<file path="config.mk">
export PLATFORM = sky130hd
export DESIGN_NAME = sif_div_cell
export DESIGN_NICKNAME = d
export VERILOG_FILES = /design/src/rtl/core/sif_pkg.sv /design/src/rtl/core/sif_div_cell.sv
export SDC_FILE = /design/constraint.sdc
export NUM_CORES = 1
export LEC_CHECK = 0
export BUFFER_PORTS_ARGS = -buffer_cell sky130_fd_sc_hd__buf_2
export CORE_MARGIN = 1
export CORE_UTILIZATION = 56
export DETAILED_ROUTE_END_ITERATION = 7
export PLACE_DENSITY = 0.87
export SLEW_MARGIN = 15
export SYNTH_ARGS = -nofsm -noshare
export SYNTH_HDL_FRONTEND = slang
export SYNTH_SLANG_ARGS = --single-unit
</file>
<file path="constraint.sdc">
create_clock -name clock -period 26.2 [get_ports clock]
set_input_delay 2.62 -clock clock [delete_from_list [all_inputs] [get_ports clock]]
set_output_delay 2.62 -clock clock [all_outputs]
set_load 0.01 [all_outputs]
</file>
<file path="src/rtl/core/sif_pkg.sv">
// ----------------------------------------------------------------------------
// sif_pkg
// Shared types and constants of the segment intersection filter.
// ----------------------------------------------------------------------------
`default_nettype none

package sif_pkg;

   // Width of each output coordinate, signed fixed point.
   localparam int OUT_BITS = 28;

   // Result data bus: cross_x then cross_y, padded to whole bytes.
   localparam int RSP_DATA_W = ((2 * OUT_BITS + 7) / 8) * 8;

   // Defaults for the top-level parameters.
   localparam int COORD_BITS_DEF = 20;
   localparam int FRAC_BITS_DEF  = 8;

   // Configuration register index.
   localparam int CSR_AW = 3;

   typedef enum logic [CSR_AW-1:0] {
      CSR_QUERY_START_X = 3'd0,
      CSR_QUERY_START_Y = 3'd1,
      CSR_QUERY_END_X   = 3'd2,
      CSR_QUERY_END_Y   = 3'd3,
      CSR_QUERY_ON_TOP  = 3'd4
   } csr_idx_type;

   // Control that travels with each item through the pipeline.
   typedef struct packed {
      logic valid;
      logic hit;
      logic neg_x;
      logic neg_y;
   } sif_ctl_type;

endpackage

`default_nettype wire

</file>
<file path="src/rtl/core/sif_div_cell.sv">
// ----------------------------------------------------------------------------
// sif_div_cell
// One cell of the divider chain: one restoring step for both coordinates.
// ----------------------------------------------------------------------------
`default_nettype none

module sif_div_cell #(
   parameter int COORD_BITS = 20,
   parameter int FRAC_BITS  = 8
) (
   input  wire logic                           clock,
   input  wire logic                           reset,
   input  wire logic                           en,
   input  sif_pkg::sif_ctl_type                ctl_in,
   input  wire logic [2*COORD_BITS+1:0]        den_in,
   input  wire logic [3*COORD_BITS+FRAC_BITS+2:0] wx_in,
   input  wire logic [3*COORD_BITS+FRAC_BITS+2:0] wy_in,
   output sif_pkg::sif_ctl_type                ctl_out,
   output logic [2*COORD_BITS+1:0]             den_out,
   output logic [3*COORD_BITS+FRAC_BITS+2:0]   wx_out,
   output logic [3*COORD_BITS+FRAC_BITS+2:0]   wy_out
);
   import sif_pkg::*;

   localparam int DB = 2 * COORD_BITS + 2;
   localparam int QB = COORD_BITS + FRAC_BITS + 1;
   localparam int WW = DB + QB;

   // The word holds the partial remainder above and dividend or quotient
   // bits below; each step shifts one dividend bit into the remainder and
   // one quotient bit in at the bottom.
   function automatic logic [WW-1:0] div_step(input logic [WW-1:0] w,
                                             input logic [DB-1:0] d);
      logic [WW:0] sh;
      logic [DB:0] top;
      logic [DB:0] diff;
      sh   = {w, 1'b0};
      top  = sh[WW:QB];
      diff = top - {1'b0, d};
      if (top >= {1'b0, d}) begin
         div_step = {diff[DB-1:0], sh[QB-1:1], 1'b1};
      end else begin
         div_step = {top[DB-1:0], sh[QB-1:0]};
      end
   endfunction

   // Step both coordinates and pass the control and divisor on; only the
   // valid bit is cleared by reset.
   always_ff @(posedge clock) begin
      if (reset) begin
         ctl_out.valid <= 1'b0;
      end else if (en) begin
         ctl_out <= ctl_in;
         den_out <= den_in;
         wx_out  <= div_step(wx_in, den_in);
         wy_out  <= div_step(wy_in, den_in);
      end
   end

endmodule

`default_nettype wire

</file>
# Word-level counts from Yosys, hierarchy flattened
# Cells that the tools add are included.
dict set report op_classes {
  n_addsub 2
  n_lt_le_gt_ge 2
  mux 2
  n_bitwise 1
  reduce_logical 1
}
# cell count
set ops {}
lappend ops {{two-way mux 71 bit} 2}
lappend ops {{>= comparator 43 x 42 -> 1 bit} 2}
lappend ops {{subtractor 42 bit} 2}
lappend ops {{AND reduction 2 bit} 1}
lappend ops {{NOT 1 bit} 1}
dict set report word_totals {
  reg_bits 188
  input_bits 191
  word_cells 15
}

# Longest topological paths before layout
dict set report logic_depth {
  word_depth 2
  depth_mapped 14
  ltp_nobuf 13
}

# Least setup slack after synthesis
# Ideal clock, no wire load.
dict set report synth_timing {
  kind {in2reg}
  startpoint {input port reset}
  endpoint {register ctl_out[0] (netlist name) (enable)}
  setup_time_ps 762
  arrival_time_ps 10900
  required_ps 25438
  path_slack_ps 14538
  path_stages 1
  n_path_buf 0
  path_cell_list {nor2b_1}
}
dict set report synth_between {
  elab_chain_cells 2
}
# item line_no
set synth_lines {}
lappend synth_lines {{start, declared} sif_div_cell.sv:12} ;# input wire logic reset,
lappend synth_lines {{NOT 1 bit (no source line)} --}
lappend synth_lines {{AND reduction 2 bit (no source line)} --}
lappend synth_lines {{end signal, assigned} sif_div_cell.sv:53} ;# ctl_out <= ctl_in;
lappend synth_lines {{end, declared} sif_div_cell.sv:18} ;# output sif_pkg::sif_ctl_type ctl_out,
# Every way passes these cells.
# A chain may end at the register's enable or synchronous reset.

# Final worst setup path
dict set report layout_timing {
  startpoint {input port den_in[24]}
  endpoint {register wy_out[32] (data pin)}
}
dict set report layout_between {
  elab_chain_cells 2
}
# item line_no
set layout_lines {}
lappend layout_lines {{start, declared} sif_div_cell.sv:15} ;# input wire logic [2*COORD_BITS+1:0] den_in,
lappend layout_lines {{>= comparator 43 x 42 -> 1 bit} sif_div_cell.sv:40} ;# if (top >= {1'b0, d}) begin
lappend layout_lines {{two-way mux 71 bit} sif_div_cell.sv:40}
lappend layout_lines {{end signal, assigned} sif_div_cell.sv:56} ;# wy_out <= div_step(wy_in, den_in);
lappend layout_lines {{end, declared} sif_div_cell.sv:21} ;# output logic [3*COORD_BITS+FRAC_BITS+2:0] wy_out
# Every way passes these cells.

==> qor.txt <==
status: complete, no violations
maximum VDD drop: 0.0000389 V
n_diodes: 0
initial antenna violation count: 0
area of the multi-input gates: 0.00547 mm^2
CTS tree: done
drt drc: 0
CTS Buffer Depth: 2
post_cts resized: 0
Initial Util: 0.572
fraction of layout cells with a size suffix above 1: 0.314
ys async rst share: 0
total area of sequential cells: 0.00564 mm^2
vias in the first global route: 9721
WP data required: 26.39 ns
crit path time final: 5.99 ns
post-synthesis sequential area ratio: 0.487
post-synth cell types: 79
FP Rows: 52
number of setup buffers added after CTS: 0
Synth Warn #: 0
critical-path maximum fanout: 70
drt wl/cell: 20.1 um
crit start category: primary input
CTS root buf: clkbuf_16
Mapped Cells: 1082
Vias: 10200
final hold vios: 0
Placed Instances: 1695
nets: 1721
number of max-cap violations: 0
Synth Flop Type: edfxtp_1
hold_buf cts: 0
Layout Skew: 0 ns
CP arrival: 6.18 ns
core area: 0.0202 mm^2
Chip Height: 146 um
Setup Crit Path Kind: primary input to flip-flop
largest net degree at the start of global routing: 88
Overflow after GRT: 0
Power Density: 60.8 mW/mm^2
measured slew at the worst slew-check pin: 1.07 ns
worst hold path class: flip-flop to flip-flop
Die W: 146 um
final antenna-violating net count: 0
H-tree Lvls: 4
Period Utilization, post-route: 0.229
I/O Buffers: 378
Reg2Reg Setup Slack: 25.51 ns
number of CTS-inserted buffers: 17
fill cell count: 1536
Mapped Nets: 1359
Syn Area/Cell: 10.7 um^2
Reg clk slew, reported paths: 0.08 ns
DR pass1 iterations: 6
final setup fails: 0
Max Slew Vio Count: 0
gr usage total: 0.325
Final Non-Filler Cells: 1727
Clock Latency Late Sink: 0.45 ns
f_max: 0.167 GHz
Seq cells post-synth: 188
DR vias/cell: 5.89
dpl hpwl: 27.3 mm
Leakage: 6.21 nW
RSZ-0062 raised after global routing: no
number of synthesized flops with an enable pin: 187
Slew HR: 0.288
type of destination of the critical path: flip-flop
Synth Cell Area: 0.0116 mm^2
Fin Setup TNS: 0 ns
final wirelength: 34.8 mm
P&R area growth vs syn: 22.8%
clock sink total: 188
first-pass GRT wire length: 53.0 mm
Die Area: 0.0212 mm^2
GPL Wtd Cong: 0.946
DR iter-0 viols: 758
Ports: 379
-- cell usage after synthesis (4+ instances only) --
| master | n | area share |
|---|---|---|
| mux2_4 | 7 | 0.0091 |
| a21oi_1 | 110 | 0.048 |
| o31ai_1 | 5 | 0.0032 |
| buf_6 | 7 | 0.0068 |
| nand2_1 | 104 | 0.034 |
| nor2_1 | 71 | 0.023 |
| nand4_1 | 19 | 0.010 |
| inv_1 | 64 | 0.021 |
| xor2_1 | 30 | 0.023 |
| a21boi_0 | 4 | 0.0026 |
| clkbuf_1 | 20 | 0.0065 |
| o21ai_0 | 75 | 0.032 |
| nand2b_1 | 7 | 0.0038 |
| o21ai_1 | 5 | 0.0022 |
| and2_1 | 7 | 0.0038 |
| nor2b_1 | 7 | 0.0038 |
| a41oi_1 | 4 | 0.0030 |
| a31oi_1 | 12 | 0.0065 |
| o211ai_1 | 6 | 0.0039 |
| a21o_1 | 39 | 0.025 |
| buf_2 | 7 | 0.0030 |
| nand3_1 | 16 | 0.0069 |
| a211o_1 | 5 | 0.0038 |
| o21a_1 | 11 | 0.0071 |
| edfxtp_1 | 187 | 0.49 |
| mux2_2 | 4 | 0.0039 |
| o2111ai_1 | 4 | 0.0030 |
| o21bai_1 | 10 | 0.0065 |
| o221ai_1 | 5 | 0.0038 |
| a211oi_1 | 8 | 0.0052 |
| or3_1 | 8 | 0.0043 |
| and3_1 | 10 | 0.0054 |
| nor3_1 | 10 | 0.0043 |
| xnor2_1 | 40 | 0.030 |
| a31o_2 | 5 | 0.0038 |
| ha_1 | 84 | 0.091 |
-- layout make-up --
class / count / share of cell area
clock buffer: 18 / 0.0302
clock inverter: 14 / 0.0118
inverter: 65 / 0.0173
multi-input combinational: 790 / 0.385
sequential: 188 / 0.397
tap: 270 / 0.0238
timing repair buffer: 382 / 0.135
-- power by group --
group | switching, mW | total (mW) | internal [mW]
clock network | 0.134 | 0.263 | 0.130
logic | 0.136 | 0.228 | 0.0914
registers | 0.00732 | 0.373 | 0.365
-- per-layer routing --
layer,track usage,share of wire,vias up
met5,0,0,-
met4,0.113,0.029,0
met3,0.0574,0.070,74
met2,0.548,0.49,503
met1,0.423,0.41,4820
li1,-,-,4768
-- path summary, 6_finish.rpt --
| kind | start | end | cells after the start |
|---|---|---|---|
| worst min-delay path | ctl_out[3]$_SDFFE_PP0P_ | ctl_out[3]$_SDFFE_PP0P_ | 2 |
| worst min register to register | ctl_out[3]$_SDFFE_PP0P_ | ctl_out[3]$_SDFFE_PP0P_ | 2 |
| worst max-delay path | den_in[24] | wy_out[32]$_DFFE_PP_ | 12 |
| worst max register to register | ctl_out[3]$_SDFFE_PP0P_ | ctl_out[3]$_SDFFE_PP0P_ | 2 |
-- stage by stage --
step                utilization  power [mW]  instance area [um^2]  hold slack [ns]  setup slack (ns)
floorplan                     -       0.528                 11600            0.528             14.54
global placement          0.673       0.597                 13600            0.473             20.07
detailed placement        0.673       0.602                 13600            0.560             20.06
CTS                       0.702       0.863                 14200            0.580             20.45
global route              0.702       0.897                 14200            0.590             20.03
finish                    0.702       0.863                 14200            0.591             20.21
-- sequential cells by signal, indices dropped and copies added (netlist names) --
| name | cells |
|---|---|
| wx_out | 71 |
| wy_out | 71 |
| den_out | 42 |
| ctl_out | 4 |
-- logic make-up (layout without fill, tap and decap cells) --
group                      Yosys count  count (layout)  share of synthesized area
muxes                               15              15                     0.0168
adders and majority gates           86              86                     0.0943
xor gates and xnor gates            70              70                     0.0530
buffers and inverters              104             479                     0.0411
DFF                                188             188                      0.487
AOI/OAI and AO/OA                  339             339                      0.193
and+or+nand+nor                    280             280                      0.115
-- layout by cell type, fill, tap and decap left out, types with 30 or more instances in the layout --
cell type	n
ha_1	84
a21oi_1	110
nor2_1	71
o21ai_0	75
xor2_1	30
nand2_1	104
xnor2_1	40
a21o_1	39
inv_1	64
edfxtp_1	187
buf_2	378
-- worst max-delay path, stage by stage --
cell      delay, ns
buf_2          0.10
inv_1          0.08
ha_1           0.42
a21o_1         0.25
a21o_1         0.19
a221oi_2       0.37
nand2_1        0.14
a211o_1        0.33
and4_4         0.20
nor2_8         0.14
clkinv_2       0.73
mux2_2         0.56
(Power assumes the default switching activity.)
